`config.mk`:
```
export PLATFORM = sky130hd
export DESIGN_NAME = slw_ctrl
export DESIGN_NICKNAME = d
export VERILOG_FILES = /design/src/design/slw_pkg.sv /design/src/design/slw_ctrl.sv
export SDC_FILE = /design/constraint.sdc
export NUM_CORES = 1
export LEC_CHECK = 0
export BUFFER_PORTS_ARGS = -buffer_cell sky130_fd_sc_hd__buf_2
export CAP_MARGIN = 20
export CORE_ASPECT_RATIO = 1.4
export CORE_MARGIN = 1.5
export CORE_UTILIZATION = 64
export CTS_BUF_LIST = sky130_fd_sc_hd__clkbuf_4
export CTS_CLUSTER_SIZE = 28
export DETAILED_ROUTE_END_ITERATION = 7
export GPL_TIMING_DRIVEN = 1
export PLACE_DENSITY = 0.82
export RECOVER_POWER = 100
export SLEW_MARGIN = 20
export SYNTH_ARGS = -nofsm -noshare
export SYNTH_HDL_FRONTEND = slang
export SYNTH_SLANG_ARGS = --single-unit
export TNS_END_PERCENT = 30
```
`constraint.sdc`:
```
create_clock -name clk -period 5.7 [get_ports clk]
set_input_delay 0 -clock clk [delete_from_list [all_inputs] [get_ports clk]]
set_output_delay 0 -clock clk [all_outputs]
set_load 0.02 [all_outputs]
```
`src/design/slw_pkg.sv`:
```
// ----------------------------------------------------------------------------
// slw_pkg
// Shared types and constants of the SPI LCD window pixel writer: item
// actions, command opcodes and field widths.
// ----------------------------------------------------------------------------
package slw_pkg;

    localparam int BYTE_W  = 8;
    localparam int PIXEL_W = 16;
    localparam int COORD_W = 16;

    typedef enum logic [1:0] {
        ACT_SET_DC     = 2'd0,
        ACT_SPI_BYTE   = 2'd1,
        ACT_READ_PIXEL = 2'd2,
        ACT_FLUSH_DONE = 2'd3
    } action_t;

    localparam logic [BYTE_W-1:0] OP_COLUMN_SET   = 8'h2A;
    localparam logic [BYTE_W-1:0] OP_ROW_SET      = 8'h2B;
    localparam logic [BYTE_W-1:0] OP_MEMORY_WRITE = 8'h2C;

endpackage

```
`src/design/slw_ctrl.sv`:
```
// ----------------------------------------------------------------------------
// slw_ctrl
// Command decoder and window state: D/C pin, opcode, window parameters,
// pixel byte pairing, write cursor and dirty flag.
// ----------------------------------------------------------------------------
module slw_ctrl #(
    parameter int WIDTH = 240,
    parameter int HEIGHT = 320,
    localparam int PIXEL_COUNT = WIDTH * HEIGHT,
    localparam int ADDR_W = (PIXEL_COUNT > 1) ? $clog2(PIXEL_COUNT) : 1
) (
    input  logic                   clk,
    input  logic                   rst_n,
    input  logic                   fire,
    input  slw_pkg::action_t       action,
    input  logic                   dc_level,
    input  logic [7:0]             spi_byte,
    output logic                   wr_en,
    output logic [ADDR_W-1:0]      wr_addr,
    output logic [15:0]            wr_data,
    output logic                   dirty_out
);
    import slw_pkg::*;

    localparam logic [COORD_W-1:0] COL_MAX = COORD_W'(WIDTH - 1);
    localparam logic [COORD_W-1:0] ROW_MAX = COORD_W'(HEIGHT - 1);

    logic                data_mode_reg, data_mode_next;
    logic [BYTE_W-1:0]   opcode_reg, opcode_next;
    logic [2:0]          param_count_reg, param_count_next;
    logic [BYTE_W-1:0]   param_bytes_reg [3];
    logic [BYTE_W-1:0]   param_bytes_next [3];
    logic                expect_high_reg, expect_high_next;
    logic [BYTE_W-1:0]   high_byte_reg, high_byte_next;
    logic [COORD_W-1:0]  col_first_reg, col_first_next;
    logic [COORD_W-1:0]  col_last_reg, col_last_next;
    logic [COORD_W-1:0]  row_first_reg, row_first_next;
    logic [COORD_W-1:0]  row_last_reg, row_last_next;
    logic [COORD_W-1:0]  cursor_col_reg, cursor_col_next;
    logic [COORD_W-1:0]  cursor_row_reg, cursor_row_next;
    logic                changed_reg, changed_next;

    logic [COORD_W-1:0]  win_first;
    logic [COORD_W-1:0]  win_last;
    logic [COORD_W-1:0]  col_inc;
    logic [COORD_W-1:0]  row_inc;
    logic                in_panel;
    logic [31:0]         lin_addr;

    assign win_first = {param_bytes_reg[0], param_bytes_reg[1]};
    assign win_last  = {param_bytes_reg[2], spi_byte};
    assign col_inc   = cursor_col_reg + 16'd1;
    assign row_inc   = cursor_row_reg + 16'd1;
    assign in_panel  = (32'(cursor_row_reg) < 32'(HEIGHT)) && (32'(cursor_col_reg) < 32'(WIDTH));
    assign lin_addr  = 32'(cursor_row_reg) * 32'(WIDTH) + 32'(cursor_col_reg);
    assign wr_addr   = lin_addr[ADDR_W-1:0];
    assign wr_data   = {high_byte_reg, spi_byte};

    always_comb
    begin
        data_mode_next   = data_mode_reg;
        opcode_next      = opcode_reg;
        param_count_next = param_count_reg;
        param_bytes_next = param_bytes_reg;
        expect_high_next = expect_high_reg;
        high_byte_next   = high_byte_reg;
        col_first_next   = col_first_reg;
        col_last_next    = col_last_reg;
        row_first_next   = row_first_reg;
        row_last_next    = row_last_reg;
        cursor_col_next  = cursor_col_reg;
        cursor_row_next  = cursor_row_reg;
        changed_next     = changed_reg;
        wr_en            = 1'b0;

        if (fire)
        begin
            case (action)
                ACT_SET_DC:
                begin
                    data_mode_next = dc_level;
                    if (!dc_level)
                    begin
                        param_count_next = 3'd0;
                        expect_high_next = 1'b1;
                    end
                end
                ACT_SPI_BYTE:
                begin
                    if (!data_mode_reg)
                    begin
                        opcode_next      = spi_byte;
                        param_count_next = 3'd0;
                        expect_high_next = 1'b1;
                    end
                    else
                    begin
                        unique case (opcode_reg) inside
                            OP_COLUMN_SET, OP_ROW_SET:
                            begin
                                if (param_count_reg < 3'd3)
                                begin
                                    param_bytes_next[param_count_reg[1:0]] = spi_byte;
                                    param_count_next = param_count_reg + 3'd1;
                                end
                                else if (param_count_reg == 3'd3)
                                begin
                                    param_count_next = 3'd4;
                                    if (opcode_reg == OP_COLUMN_SET)
                                    begin
                                        col_first_next  = win_first;
                                        col_last_next   = (32'(win_last) >= 32'(WIDTH)) ?
                                                          COL_MAX : win_last;
                                        cursor_col_next = win_first;
                                    end
                                    else
                                    begin
                                        row_first_next  = win_first;
                                        row_last_next   = (32'(win_last) >= 32'(HEIGHT)) ?
                                                          ROW_MAX : win_last;
                                        cursor_row_next = win_first;
                                    end
                                end
                            end
                            OP_MEMORY_WRITE:
                            begin
                                if (expect_high_reg)
                                begin
                                    high_byte_next   = spi_byte;
                                    expect_high_next = 1'b0;
                                end
                                else
                                begin
                                    wr_en            = in_panel;
                                    expect_high_next = 1'b1;
                                    changed_next     = 1'b1;
                                    if (col_inc > col_last_reg)
                                    begin
                                        cursor_col_next = col_first_reg;
                                        cursor_row_next = (row_inc > row_last_reg) ?
                                                          row_first_reg : row_inc;
                                    end
                                    else
                                    begin
                                        cursor_col_next = col_inc;
                                    end
                                end
                            end
                            default:
                            begin
                            end
                        endcase
                    end
                end
                ACT_FLUSH_DONE:
                begin
                    changed_next = 1'b0;
                end
                default:
                begin
                end
            endcase
        end
    end

    // flush reports the flag before it is cleared
    assign dirty_out = (action == ACT_FLUSH_DONE) ? changed_reg : changed_next;

    always_ff @(posedge clk or negedge rst_n)
    begin
        if (!rst_n)
        begin
            data_mode_reg   <= 1'b0;
            opcode_reg      <= '0;
            param_count_reg <= '0;
            param_bytes_reg <= '{default: '0};
            expect_high_reg <= 1'b0;
            high_byte_reg   <= '0;
            col_first_reg   <= '0;
            col_last_reg    <= COL_MAX;
            row_first_reg   <= '0;
            row_last_reg    <= ROW_MAX;
            cursor_col_reg  <= '0;
            cursor_row_reg  <= '0;
            changed_reg     <= 1'b1;
        end
        else
        begin
            data_mode_reg   <= data_mode_next;
            opcode_reg      <= opcode_next;
            param_count_reg <= param_count_next;
            param_bytes_reg <= param_bytes_next;
            expect_high_reg <= expect_high_next;
            high_byte_reg   <= high_byte_next;
            col_first_reg   <= col_first_next;
            col_last_reg    <= col_last_next;
            row_first_reg   <= row_first_next;
            row_last_reg    <= row_last_next;
            cursor_col_reg  <= cursor_col_next;
            cursor_row_reg  <= cursor_row_next;
            changed_reg     <= changed_next;
        end
    end

    a_flush_clears: assert property (@(posedge clk) disable iff (!rst_n)
        (fire && action == ACT_FLUSH_DONE) |=> !changed_reg)
        else $error("dirty flag not cleared by flush");

    a_write_sets_dirty: assert property (@(posedge clk) disable iff (!rst_n)
        wr_en |=> changed_reg)
        else $error("pixel write did not set dirty flag");

    a_write_in_range: assert property (@(posedge clk) disable iff (!rst_n)
        wr_en |-> (32'(wr_addr) < 32'(PIXEL_COUNT)))
        else $error("pixel write outside framebuffer");

endmodule

```
==> results_tabular.tex, run 1 <==
\begin{tabular}{lr}
\hline
Metric & Value \\
\hline
\multicolumn{2}{l}{\textbf{Floorplan}} \\
\quad Overall die width & 104 um \\
\quad Vert. Die Dim & about 140 um \\
\quad Die footprint & roughly 15000 sq um \\
\quad Core area & 13900 sq um \\
\quad Initial cell density of the core & 65.7\% \\
\quad Top-Level Pins & 49 \\
\quad Cell Rows & 51 \\
\multicolumn{2}{l}{\textbf{Timing}} \\
\quad Setup repair after global routing missed its margin & no \\
\quad Hold Worst Slack & just over 0.06 ns \\
\quad Number of endpoints with negative hold slack in the final report & 0 \\
\quad Final Critical Period & $\sim$5.1 ns \\
\quad Final count of negative-setup-slack endpoints & 0 \\
\quad Number of pins with negative max-slew slack in the final report & 160 \\
\quad Maximum operating frequency & $\sim$0.19 GHz \\
\quad Clock skew & 0.0310 ns \\
\quad Final Worst Setup Slack & $\sim$0.56 ns \\
\quad Period Utilization, post-route & around nine tenths \\
\quad Setup TNS & 0 ns \\
\quad Worst-case headroom to the max-slew limit & -196\% \\
\quad Slew at the pin with the worst max-slew slack & about 4.4 ns \\
\multicolumn{2}{l}{\textbf{Cells and area}} \\
\quad Final cell area excluding filler cells & 9870 sq um \\
\quad Share of final-layout standard cells stronger than drive strength 1 & between 10\% and 20\% \\
\quad Max FFs per register & 24 \\
\quad Finished Core Util & a little over 70\% \\
\quad Sequential cell area in the final layout & between 3000 and 4000 sq um \\
\quad Relative area change from synthesis to final layout & 8.02\% \\
\quad Post-route insts no fill & roughly 1.2k \\
\quad Area of the multi-input gates & between 5000 and 6000 sq um \\
\quad Fill cells & roughly 1.1k \\
\quad Fin nets & 1089 \\
\multicolumn{2}{l}{\textbf{Synthesis}} \\
\quad Synthesized-area fraction occupied by adder cells & between 10 and 15\% \\
\quad Most frequent cell after synthesis & sky130\_fd\_sc\_hd\_\_dfrtp\_1 \\
\quad Post-synthesis compound-gate area fraction & between 10\% and 20\% \\
\quad \#FFs+latches synth & 142 \\
\quad Share of the synthesized area in the top cell type & a little over a third \\
\quad Sequential-to-total area share from yosys stat & $\sim$40\% \\
\quad Proportion of synthesized area in mux cells & 9.05\% \\
\quad Average cell area after synthesis & 9.81 sq um \\
\quad Most used standard cells in the synthesized netlist & 127 x sky130\_fd\_sc\_hd\_\_dfrtp\_1, 125 x sky130\_fd\_sc\_hd\_\_nand2\_1, 80 x sky130\_fd\_sc\_hd\_\_inv\_1, 75 x sky130\_fd\_sc\_hd\_\_ha\_1, 62 x sky130\_fd\_sc\_hd\_\_nor2\_1 \\
\quad Share of synthesized flip-flops with an asynchronous set or reset & 100\% \\
\quad Area leader, netlist & sky130\_fd\_sc\_hd\_\_dfrtp\_1 \\
\quad Distinct cell type count after synthesis & 66 \\
\quad Combined area of all synthesized cells & around 9100 sq um \\
\quad Combinational family with the most area after synthesis & simple AND/OR/NAND/NOR gates \\
\quad Post-synthesis cell count & 932 \\
\quad Most used flip-flop cell after synthesis & sky130\_fd\_sc\_hd\_\_dfrtp\_1 \\
\quad Synth Warn \# & 0 \\
\quad Synth top area cells & sky130\_fd\_sc\_hd\_\_dfrtp\_1 35\%, sky130\_fd\_sc\_hd\_\_ha\_1 10\%, sky130\_fd\_sc\_hd\_\_mux2\_2 7.5\%, sky130\_fd\_sc\_hd\_\_nand2\_1 5.1\%, sky130\_fd\_sc\_hd\_\_fa\_1 4.4\% \\
\quad Net count of the mapped netlist & 1041 \\
\quad Synthesized-area fraction occupied by xor and xnor cells & 4.60\% \\
\quad Synthesized-area fraction occupied by and/or/nand/nor cells & 16.1\% \\
\quad Number of enable-type register cells in the synthesized netlist & 0 \\
\multicolumn{2}{l}{\textbf{Global routing}} \\
\quad Overall fraction of global-route tracks in use & 30.5\% \\
\quad Pin count of the biggest net entering global routing & 99 \\
\quad Global-route wire length before repair & 35.6 mm \\
\quad Antenna violations before repair & 1 \\
\quad Number of global-route vias before repair & 7194 \\
\quad Grt ovf & 0 \\
\multicolumn{2}{l}{\textbf{Critical path}} \\
\quad Critical path data arrival time & 5.14 ns \\
\quad Kind of end point of the critical path & output port \\
\quad Launching element type of the critical path & flip-flop \\
\quad WP data required & between 5 and 6 ns \\
\quad Top fanout value on the critical path & 12 \\
\quad WS Path Type & flip-flop to output port \\
\multicolumn{2}{l}{\textbf{Placed design}} \\
\quad HPWL reported at the end of detailed placement & between 15 and 20 mm \\
\quad Pre-CTS setup slack & between 1 and 1.5 ns \\
\quad Buffers on Ports & between 40 and 50 \\
\quad RD Place Congestion & 0.939 \\
\quad Count of placed standard cells including taps & roughly 1.1k \\
\quad Placed instance area & 9440 sq um \\
\multicolumn{2}{l}{\textbf{Drt}} \\
\quad Average detailed-routed wire length per instance & $\sim$19 um \\
\quad Total DRC errors in the routed layout & 0 \\
\quad Post-route ant nets & 0 \\
\quad Number of DRC violations after detailed-routing iteration 0 & approximately 470 \\
\quad TritonRoute pass-1 iters & 5 \\
\quad Via count normalized by instance count & roughly 6.1 \\
\quad Total vias in the final route & between 7k and 8k \\
\quad Wirelength, routed & 22.1 mm \\
\multicolumn{2}{l}{\textbf{Clock tree}} \\
\quad Root Buffer & sky130\_fd\_sc\_hd\_\_clkbuf\_4 \\
\quad Clk sinks & 142 \\
\quad H-Tree Depth & 4 \\
\quad Clock tree from TritonCTS & built \\
\quad Clock-pin slew on the worst setup and hold paths & 0.12 ns \\
\quad Clock latency of the later-clocked register in the worst-skew pair & roughly 0.57 ns \\
\quad Count of buffers added by post-CTS timing repair for setup & 0 \\
\quad Worst-case clock buffer depth & 2 \\
\quad Number of CTS-inserted buffers & 17 \\
\multicolumn{2}{l}{\textbf{Power and ir drop}} \\
\quad Lkg Pwr & 4.77 nW \\
\quad Areal power density over the cells & approximately 220 nW/um\^{}2 \\
\quad Overall power & $\sim$2.1 mW \\
\quad IR Drop Worst-Case VDD & 0.000242 V \\
\multicolumn{2}{l}{\textbf{Run status}} \\
\quad Violated checks & max-capacitance violations, max-slew violations \\
\quad Result of the run & complete, but fails checks \\
\multicolumn{2}{l}{\textbf{Run}} \\
\quad Max-capacitance violation count & 4 \\
\multicolumn{2}{l}{\textbf{Worst hold path}} \\
\quad Worst min-delay path class & primary input to flip-flop \\
\hline
\end{tabular}
## what timing repair did
| item | 4_1_cts | 5_1_grt |
|---|---|---|
| endpoints found under the setup margin | 0 | 0 |
| resized for setup | 0 | 0 |
| hold buffers | 17 | 0 |
| hold endpoints to repair | 154 | 0 |
## cells by family (layout without fill, tap and decap cells)
| family | after synthesis | count (layout) |
|---|---|---|
| buffers and inverters | 121 | 182 |
| adders and majority gates | 95 | 95 |
| other | 0 | 1 |
| DFF | 142 | 142 |
| xor gates and xnor gates | 48 | 48 |
| muxes | 75 | 75 |
| and+or+nand+nor | 310 | 310 |
| AOI/OAI and AO/OA | 141 | 141 |
## area by class of cell
type | count | share of cell area [%]
Tap cell | 185 | 2.34
Inverter | 80 | 3.04
Timing Repair Buffer | 70 | 4.02
Multi-Input combinational cell | 669 | 50.8
Antenna cell | 1 | 0.0253
Clock buffer | 19 | 1.44
Sequential cell | 142 | 36.2
Clock inverter | 13 | 2.17
## layer usage
metal	wire length (um)	vias up	track usage, %
met5	0	-	0
met4	1170	0	16.5
met3	967	87	5.00
met2	11500	255	56.0
met1	8470	3489	33.8
li1	-	3332	-
## report_power, final
part	switching [mW]	internal (mW)	leakage [nW]
logic	0.155	0.103	2.78
clock network	0.378	0.405	0.183
registers	0.0491	1.04	1.81
## worst paths after layout
check / from / to / slack, ns / cells after the start
max: cursor_row_reg[0] / wr_addr[16] / 0.56 / 18
min: fire / expect_high_reg / 0.06 / 5
max reg2reg: cursor_col_reg[0] / cursor_row_reg[11] / 0.65 / 11
min reg2reg: row_first_reg[5] / row_first_reg[5] / 0.48 / 2
max in group asynchronous: rst_n / param_bytes_reg[8] / 1.45 / 2
min in group asynchronous: rst_n / high_byte_reg[6] / 1.75 / 2
## critical path, stage by stage (launching register included)
cell and delay [ns]:
sky130_fd_sc_hd__dfrtp_1 0.55, sky130_fd_sc_hd__fa_1 0.62, sky130_fd_sc_hd__inv_1 0.06, sky130_fd_sc_hd__fa_1 0.52, sky130_fd_sc_hd__inv_1 0.05, sky130_fd_sc_hd__ha_1 0.27
sky130_fd_sc_hd__a21o_1 0.16, sky130_fd_sc_hd__a21oi_1 0.22, sky130_fd_sc_hd__o21bai_1 0.11, sky130_fd_sc_hd__a2111o_1 0.46, sky130_fd_sc_hd__nand2_1 0.09, sky130_fd_sc_hd__xnor2_1 0.15
sky130_fd_sc_hd__ha_1 0.28, sky130_fd_sc_hd__a21oi_1 0.15, sky130_fd_sc_hd__nand2_1 0.06, sky130_fd_sc_hd__o21ai_0 0.27, sky130_fd_sc_hd__o21ai_0 0.17, sky130_fd_sc_hd__xnor2_1 0.16
sky130_fd_sc_hd__clkbuf_1 0.24
## placed cells by master (no fill, tap or decap), types with 6 or more instances in the layout
cell type,synthesis,routed
sky130_fd_sc_hd__inv_1,80,80
sky130_fd_sc_hd__clkbuf_1,19,39
sky130_fd_sc_hd__a21o_1,6,6
sky130_fd_sc_hd__dfstp_2,15,15
sky130_fd_sc_hd__xnor2_1,36,36
sky130_fd_sc_hd__nor4_1,13,13
sky130_fd_sc_hd__dlygate4sd3_1,0,17
sky130_fd_sc_hd__a31oi_1,12,13
sky130_fd_sc_hd__o211ai_1,7,7
sky130_fd_sc_hd__nand2b_1,7,7
sky130_fd_sc_hd__clkbuf_4,0,19
sky130_fd_sc_hd__nand4_1,12,12
sky130_fd_sc_hd__nand2_1,125,126
sky130_fd_sc_hd__buf_2,4,11
sky130_fd_sc_hd__nor2_1,62,62
sky130_fd_sc_hd__ha_1,75,75
sky130_fd_sc_hd__o21ai_0,31,31
sky130_fd_sc_hd__a221o_1,9,9
sky130_fd_sc_hd__xor2_1,12,12
sky130_fd_sc_hd__nand3_1,27,27
sky130_fd_sc_hd__mux2_2,61,60
sky130_fd_sc_hd__nor2b_1,6,6
sky130_fd_sc_hd__mux2i_1,14,14
sky130_fd_sc_hd__nor3_1,25,25
sky130_fd_sc_hd__dfrtp_1,127,127
sky130_fd_sc_hd__a211oi_1,10,10
sky130_fd_sc_hd__a21oi_1,27,27
sky130_fd_sc_hd__fa_1,20,20
Note: power is estimated with default switching activity, not from simulation.
==> run 2, diff against run 1 <==
==> constraint.sdc (replaced) <==
create_clock -name clk -period 4.95 [get_ports clk]
set_input_delay 0 -clock clk [delete_from_list [all_inputs] [get_ports clk]]
set_output_delay 0 -clock clk [all_outputs]
set_load 0.02 [all_outputs]
==> run 2 against run 1 <==
Compared with the run above: the run still ends with max-capacitance violations, max-slew violations left; total power up 8.9%; clock-buffer cell count down 1; core utilization is 0.45 points lower; sequential share of layout area up 0.26 points; sequential power is 14% higher; via count shrank 0.50%; wire length is 1.5% lower; final cell count up 0.17%.
==> results_tabular.tex, run 2 (synthesized netlist as in run 1, its figures left out) <==
\begin{tabular}{lr}
\hline
Metric & Value \\
\hline
\multicolumn{2}{l}{\textbf{Power and ir drop}} \\
\quad Comb pwr share & a little over an eighth \\
\quad Net switching fraction of the power & just under 30\% \\
\quad Switching power summed over all nets & slightly below 700 uW \\
\quad Flop pwr share & 53.6\% \\
\quad Part of the total power dissipated in the clock network & about a third \\
\quad Areal power density over the cells & 236 nW/um\^{}2 \\
\quad IR Drop Worst-Case VDD & 0.000221 V \\
\quad Overall power & about 2.3 mW \\
\quad Int Power & between 1.5 and 2 mW \\
\quad Lkg Pwr & $\sim$4.8 nW \\
\multicolumn{2}{l}{\textbf{Critical path}} \\
\quad Critical path data arrival time & approximately 4.7 ns \\
\quad Reg-to-reg endpoint & cursor\_col\_reg[3] \\
\quad Kind of end point of the critical path & output port \\
\quad WP data required & slightly below 5 ns \\
\quad Path depth of the worst reg2reg path & 11 \\
\quad WS Path Type & flip-flop to output port \\
\quad Top fanout value on the critical path & 6 \\
\quad FF-to-FF Start & cursor\_col\_reg[5] \\
\quad Launching element type of the critical path & flip-flop \\
\quad Worst-case register-to-register setup slack & around 0.37 ns \\
\multicolumn{2}{l}{\textbf{Timing}} \\
\quad Number of endpoints with negative hold slack in the final report & 0 \\
\quad Maximum operating frequency & $\sim$0.21 GHz \\
\quad Period Utilization, post-route & a little over nine tenths \\
\quad Slew at the pin with the worst max-slew slack & 2.52 ns \\
\quad Number of pins with negative max-slew slack in the final report & 212 \\
\quad Setup repair after global routing missed its margin & no \\
\quad Setup TNS & 0 ns \\
\quad Final count of negative-setup-slack endpoints & 0 \\
\quad Worst-case headroom to the max-slew limit & -68.0\% \\
\quad Final Critical Period & $\sim$4.7 ns \\
\quad Clock skew & 0.0242 ns \\
\multicolumn{2}{l}{\textbf{Global routing}} \\
\quad Number of global-route vias before repair & $\sim$7.1k \\
\quad Pin count of the biggest net entering global routing & approximately 100 \\
\quad Global-route wire length before repair & between 30 and 40 mm \\
\quad Antenna violations before repair & 1 \\
\quad Overall fraction of global-route tracks in use & 30.1\% \\
\quad Grt ovf & 0 \\
\multicolumn{2}{l}{\textbf{Clock tree}} \\
\quad Number of CTS-inserted buffers & 17 \\
\quad Clk sinks & $\sim$140 \\
\quad Root Buffer & sky130\_fd\_sc\_hd\_\_clkbuf\_4 \\
\quad Clock latency of the later-clocked register in the worst-skew pair & $\sim$0.55 ns \\
\quad H-Tree Depth & 4 \\
\quad Worst-case clock buffer depth & 2 \\
\quad Clock-pin slew on the worst setup and hold paths & between 0.1 and 0.15 ns \\
\quad Clock tree from TritonCTS & built \\
\multicolumn{2}{l}{\textbf{Drt}} \\
\quad Post-route ant nets & 0 \\
\quad Wirelength, routed & between 20 and 25 mm \\
\quad Total vias in the final route & roughly 7.1k \\
\quad TritonRoute pass-1 iters & 5 \\
\quad Total DRC errors in the routed layout & 0 \\
\quad Via count normalized by instance count & between 6 and 7 \\
\quad Number of DRC violations after detailed-routing iteration 0 & about 420 \\
\quad Average detailed-routed wire length per instance & approximately 18 um \\
\multicolumn{2}{l}{\textbf{Floorplan}} \\
\quad Top-Level Pins & 49 \\
\quad Vert. Die Dim & 144 um \\
\quad Overall die width & about 100 um \\
\quad Core area & roughly 14000 sq um \\
\quad Cell Rows & around 50 \\
\quad Initial cell density of the core & between 60\% and 70\% \\
\quad Die footprint & between 15000 and 20000 sq um \\
\multicolumn{2}{l}{\textbf{Cells and area}} \\
\quad Fin nets & between 1k and 1.5k \\
\quad Share of final-layout standard cells stronger than drive strength 1 & between 10\% and 20\% \\
\quad Relative area change from synthesis to final layout & 7.34\% \\
\quad Commonest non-fill, non-tap cells in the layout & 126 x sky130\_fd\_sc\_hd\_\_nand2\_1, 125 x sky130\_fd\_sc\_hd\_\_dfrtp\_1, 80 x sky130\_fd\_sc\_hd\_\_inv\_1 \\
\quad Max FFs per register & 24 \\
\quad Most common cell after layout, fill and taps aside & sky130\_fd\_sc\_hd\_\_nand2\_1 \\
\multicolumn{2}{l}{\textbf{Worst hold path}} \\
\quad Worst hold path depth & 3 \\
\quad Start point of the worst hold path & spi\_byte[4] \\
\quad Worst Hold End & row\_last\_reg[4] \\
\quad Worst min-delay path class & primary input to flip-flop \\
\multicolumn{2}{l}{\textbf{Placed design}} \\
\quad HPWL reported at the end of detailed placement & approximately 16 mm \\
\quad Buffers on Ports & 48 \\
\quad RD Place Congestion & around 0.93 \\
\multicolumn{2}{l}{\textbf{Run}} \\
\quad Max-capacitance violation count & 5 \\
\multicolumn{2}{l}{\textbf{Run status}} \\
\quad Result of the run & complete, but fails checks \\
\quad Violated checks & max-capacitance violations, max-slew violations \\
\hline
\end{tabular}
-- run 2: cell count changes in the layout (fill, tap and decap cells not counted), moves of 3 or more --
cell and delta:
sky130_fd_sc_hd__bufinv_16 -3, sky130_fd_sc_hd__clkbuf_2 +3, sky130_fd_sc_hd__inv_6 +4, sky130_fd_sc_hd__o21ai_0 -3
-- run 2: critical path, stage by stage, from the launching register on --
cell                       delay, ns
sky130_fd_sc_hd__dfrtp_1        0.48
sky130_fd_sc_hd__fa_1           0.56
sky130_fd_sc_hd__inv_1          0.06
sky130_fd_sc_hd__fa_1           0.51
sky130_fd_sc_hd__inv_1          0.05
sky130_fd_sc_hd__ha_1           0.27
sky130_fd_sc_hd__a21o_1         0.17
sky130_fd_sc_hd__a21oi_2        0.18
sky130_fd_sc_hd__o21bai_1       0.10
sky130_fd_sc_hd__a2111o_1       0.45
sky130_fd_sc_hd__nand2_1        0.09
sky130_fd_sc_hd__xnor2_1        0.14
sky130_fd_sc_hd__ha_1           0.26
sky130_fd_sc_hd__a21oi_1        0.16
sky130_fd_sc_hd__nand2_1        0.09
sky130_fd_sc_hd__o21ai_2        0.16
sky130_fd_sc_hd__o21ai_1        0.11
sky130_fd_sc_hd__xnor2_1        0.13
sky130_fd_sc_hd__buf_2          0.17
-- run 2: area by class of cell --
class                           instances  area [sq um]
Timing Repair Buffer                   72           402
Multi-Input combinational cell        669          5010
Clock buffer                           18           135
Fill cell                            1113          4100
Sequential cell                       142          3570
Inverter                               80           300
Antenna cell                            1          2.50
Tap cell                              185           231
Clock inverter                         14           155
-- run 2: what timing repair did --
| item | CTS | global route |
|---|---|---|
| endpoints found under the hold margin | 155 | 0 |
| buffers inserted | 0 | 1 |
| setup endpoints to repair | 1 | 3 |
| pin swaps | 0 | 0 |
| resized for setup | 2 | 6 |
| hold buffers | 16 | 0 |
-- run 2: per-layer routing --
layer / vias up / GRT usage [%] / wire (um)
met5: - / 0 / 0
met4: 0 / 18.7 / 1250
met3: 89 / 4.28 / 1030
met2: 258 / 55.4 / 11300
met1: 3440 / 32.8 / 8250
li1: 3340 / - / -
-- run 2: worst max-delay path by stage --
stage | endpoint | start
final | wr_addr[16] | cursor_row_reg[1]
after global routing | wr_addr[16] | cursor_row_reg[3]
after CTS | wr_addr[16] | cursor_row_reg[0]
after detailed placement | wr_addr[16] | cursor_row_reg[0]
after global placement | wr_addr[16] | cursor_row_reg[0]
after floorplan | wr_addr[16] | cursor_row_reg[0]
-- run 2: per-stage QoR --
stage	worst slack, ns	hold slack [ns]	utilization (%)	area [sq um]	std cells
floorplan	0.758	-0.296	-	9140	932
global placement	0.653	0.165	67.9	9450	1131
detailed placement	0.531	0.167	67.9	9450	1131
CTS	0.0693	0.134	71.2	9900	1179
global route	0.0277	0.296	70.5	9810	1181
finish	0.254	0.290	70.5	9810	1181
-- run 2: power groups by stage --
| stage | clock (mW) | combinational, mW | sequential, mW |
|---|---|---|---|
| 3_3_place_gp | 0 | 0.276 | 1.27 |
| 5_1_grt | 0.811 | 0.344 | 1.25 |
| 6_report | 0.762 | 0.312 | 1.24 |
| 4_1_cts | 0.776 | 0.303 | 1.25 |
| 2_1_floorplan | 0 | 0.195 | 1.25 |
| 3_5_place_dp | 0 | 0.284 | 1.27 |
==> run 3, diff against run 2 <==
--- a/config.mk
+++ b/config.mk
@@ -7,7 +7,6 @@
 export LEC_CHECK = 0
 export BUFFER_PORTS_ARGS = -buffer_cell sky130_fd_sc_hd__buf_2
 export CAP_MARGIN = 20
-export CORE_ASPECT_RATIO = 1.4
 export CORE_MARGIN = 1.5
 export CORE_UTILIZATION = 64
 export CTS_BUF_LIST = sky130_fd_sc_hd__clkbuf_4
==> run 3 against run 2 <==
Compared with the run above: the run still ends with max-capacitance violations, max-slew violations left; largest cell class unchanged; wire length decreased by 2.1%; register-to-register slack improved by 0.23 ns; clock skew increased by 0.0020 ns; die area about the same; via count increased by 0.18%; setup slack improved by 0.024 ns; final cell count increased by 0.42%; total power decreased by 2.3%; design area increased by 0.78%; sequential share of layout area decreased by 0.27 points; highest routed layer unchanged; first-iteration DRC count increased by 5.3%; critical path depth decreased by 1.
==> results_tabular.tex, run 3 (synthesized netlist as in run 1, its figures left out) <==
\begin{tabular}{lr}
\hline
Metric & Value \\
\hline
\multicolumn{2}{l}{\textbf{Clock tree}} \\
\quad Clock-pin slew on the worst setup and hold paths & 0.13 ns \\
\quad Number of CTS-inserted buffers & 17 \\
\quad Clock tree from TritonCTS & built \\
\quad Root Buffer & sky130\_fd\_sc\_hd\_\_clkbuf\_4 \\
\quad Clock latency of the later-clocked register in the worst-skew pair & between 0.5 and 0.6 ns \\
\quad Worst-case clock buffer depth & 2 \\
\quad Clk sinks & between 100 and 150 \\
\quad H-Tree Depth & 4 \\
\multicolumn{2}{l}{\textbf{Cells and area}} \\
\quad Relative area change from synthesis to final layout & 8.17\% \\
\quad Most common cell after layout, fill and taps aside & sky130\_fd\_sc\_hd\_\_nand2\_1 \\
\quad Max FFs per register & 24 \\
\quad Fill cells & roughly 1.1k \\
\quad Fin nets & $\sim$1.1k \\
\quad Antenna diodes & 0 \\
\quad Commonest non-fill, non-tap cells in the layout & 126 x sky130\_fd\_sc\_hd\_\_nand2\_1, 124 x sky130\_fd\_sc\_hd\_\_dfrtp\_1, 79 x sky130\_fd\_sc\_hd\_\_inv\_1 \\
\quad Share of final-layout standard cells stronger than drive strength 1 & about 16\% \\
\multicolumn{2}{l}{\textbf{Timing}} \\
\quad Final Critical Period & about 4.7 ns \\
\quad Worst-case headroom to the max-slew limit & -60.4\% \\
\quad Setup repair after global routing missed its margin & no \\
\quad Number of pins with negative max-slew slack in the final report & roughly 220 \\
\quad Number of endpoints with negative hold slack in the final report & 0 \\
\quad Final count of negative-setup-slack endpoints & 0 \\
\quad Clock skew & about 0.026 ns \\
\quad Maximum operating frequency & around 0.21 GHz \\
\quad Period Utilization, post-route & between 90\% and 100\% \\
\quad Setup TNS & 0 ns \\
\quad Slew at the pin with the worst max-slew slack & 2.41 ns \\
\multicolumn{2}{l}{\textbf{Run status}} \\
\quad Result of the run & complete, but fails checks \\
\quad Violated checks & max-capacitance violations, max-slew violations \\
\multicolumn{2}{l}{\textbf{Critical path}} \\
\quad Top fanout value on the critical path & 5 \\
\quad Critical path data arrival time & 4.67 ns \\
\quad Launching element type of the critical path & flip-flop \\
\quad Kind of end point of the critical path & output port \\
\quad WP data required & between 4 and 5 ns \\
\quad WS Path Type & flip-flop to output port \\
\multicolumn{2}{l}{\textbf{Global routing}} \\
\quad Overall fraction of global-route tracks in use & between 30\% and 40\% \\
\quad Grt ovf & 0 \\
\quad Global-route wire length before repair & 34.5 mm \\
\quad Pin count of the biggest net entering global routing & 101 \\
\quad Number of global-route vias before repair & between 7k and 8k \\
\quad Antenna violations before repair & 0 \\
\multicolumn{2}{l}{\textbf{Drt}} \\
\quad Wirelength, routed & around 21 mm \\
\quad Average detailed-routed wire length per instance & between 15 and 20 um \\
\quad Total vias in the final route & approximately 7k \\
\quad Via count normalized by instance count & about 6.0 \\
\quad Post-route ant nets & 0 \\
\quad Total DRC errors in the routed layout & 0 \\
\quad Number of DRC violations after detailed-routing iteration 0 & 441 \\
\quad TritonRoute pass-1 iters & 6 \\
\multicolumn{2}{l}{\textbf{Floorplan}} \\
\quad Initial cell density of the core & approximately two thirds \\
\quad Vert. Die Dim & 123 um \\
\quad Top-Level Pins & 49 \\
\quad Cell Rows & 43 \\
\quad Core area & around 14000 sq um \\
\quad Die footprint & 15000 sq um \\
\quad Overall die width & about 120 um \\
\multicolumn{2}{l}{\textbf{Placed design}} \\
\quad Buffers on Ports & 48 \\
\quad HPWL reported at the end of detailed placement & between 15 and 20 mm \\
\quad RD Place Congestion & 0.922 \\
\multicolumn{2}{l}{\textbf{Power and ir drop}} \\
\quad Areal power density over the cells & approximately 230 nW/um\^{}2 \\
\quad Overall power & between 2 and 2.5 mW \\
\quad Lkg Pwr & approximately 4.8 nW \\
\quad IR Drop Worst-Case VDD & 0.000181 V \\
\multicolumn{2}{l}{\textbf{Worst hold path}} \\
\quad Worst min-delay path class & primary input to flip-flop \\
\multicolumn{2}{l}{\textbf{Run}} \\
\quad Max-capacitance violation count & 5 \\
\hline
\end{tabular}
[run 3: cell count changes in the layout (fill, tap and decap cells not counted), sizes merged]
cell / before / now
buf: 16 / 29
bufinv: 2 / 1
clkbuf: 58 / 55
clkinv: 5 / 6
clkinvlp: 1 / 4
diode: 1 / 0
inv: 86 / 84
[run 3: area by class of cell]
class / count / area (sq um) / area share, %
Timing Repair Buffer: 83 / 492 / 4.97
Clock buffer: 17 / 128 / 1.29
Sequential cell: 142 / 3580 / 36.2
Inverter: 80 / 300 / 3.04
Clock inverter: 15 / 139 / 1.40
Multi-Input combinational cell: 669 / 5030 / 50.8
Tap cell: 180 / 225 / 2.28
[run 3: power by group]
group / internal, mW / leakage [nW] / switching (mW) / total [mW]
sequential: 1.20 / 1.80 / 0.0420 / 1.24
combinational: 0.130 / 2.86 / 0.189 / 0.318
clock: 0.254 / 0.133 / 0.453 / 0.707
total: 1.58 / 4.80 / 0.683 / 2.26
[run 3: repair_timing]
item,4_1_cts,5_1_grt
gates resized for setup,2,7
pin swaps,0,1
endpoints found under the setup margin,1,3
hold buffers,16,0
setup buffers,0,6
endpoints found under the hold margin,160,0
[run 3: final timing paths]
| path | startpoint | cells after the start | slack, ns | to |
|---|---|---|---|---|
| max | cursor_row_reg[0] | 17 | 0.28 | wr_addr[15] |
| min | spi_byte[4] | 3 | 0.27 | row_last_reg[4] |
| max reg2reg | cursor_col_reg[0] | 12 | 0.60 | cursor_col_reg[15] |
| min reg2reg | row_first_reg[2] | 2 | 0.49 | row_first_reg[2] |
| max in group asynchronous | rst_n | 3 | 1.00 | cursor_row_reg[0] |
| min in group asynchronous | rst_n | 2 | 0.66 | param_bytes_reg[1] |
[run 3: critical path, cell delays in order (launching register included)]
cell and delay (ns):
sky130_fd_sc_hd__dfrtp_2 0.46, sky130_fd_sc_hd__fa_1 0.57, sky130_fd_sc_hd__inv_1 0.06, sky130_fd_sc_hd__fa_1 0.52, sky130_fd_sc_hd__inv_1 0.05, sky130_fd_sc_hd__ha_1 0.27, sky130_fd_sc_hd__a21o_1 0.18, sky130_fd_sc_hd__a21oi_2 0.17
sky130_fd_sc_hd__o21bai_1 0.10, sky130_fd_sc_hd__a21oi_1 0.19, sky130_fd_sc_hd__xnor2_1 0.14, sky130_fd_sc_hd__ha_1 0.31, sky130_fd_sc_hd__and2_1 0.18, sky130_fd_sc_hd__o21ai_0 0.14, sky130_fd_sc_hd__o31ai_1 0.11, sky130_fd_sc_hd__o41ai_1 0.32
sky130_fd_sc_hd__xnor2_1 0.18, sky130_fd_sc_hd__clkbuf_2 0.19
[run 3: metal layers]
layer | vias to the layer above | GRT usage (%) | wire length, um
met5 | - | 0 | 0
met3 | 61 | 4.60 | 1150
met2 | 241 | 49.4 | 10200
met4 | 0 | 13.5 | 829
li1 | 3361 | - | -
met1 | 3477 | 39.5 | 9120
[run 3: metrics by stage]
stage / setup WS (ns) / utilization, % / instances / cell area (sq um) / hold slack [ns]
floorplan: 0.758 / - / 932 / 9140 / -0.296
global placement: 0.631 / 68.1 / 1132 / 9490 / 0.156
detailed placement: 0.549 / 68.1 / 1132 / 9490 / 0.161
CTS: 0.0448 / 71.2 / 1180 / 9920 / 0.109
global route: 0.00879 / 71.0 / 1186 / 9890 / 0.244
finish: 0.277 / 71.0 / 1186 / 9890 / 0.268
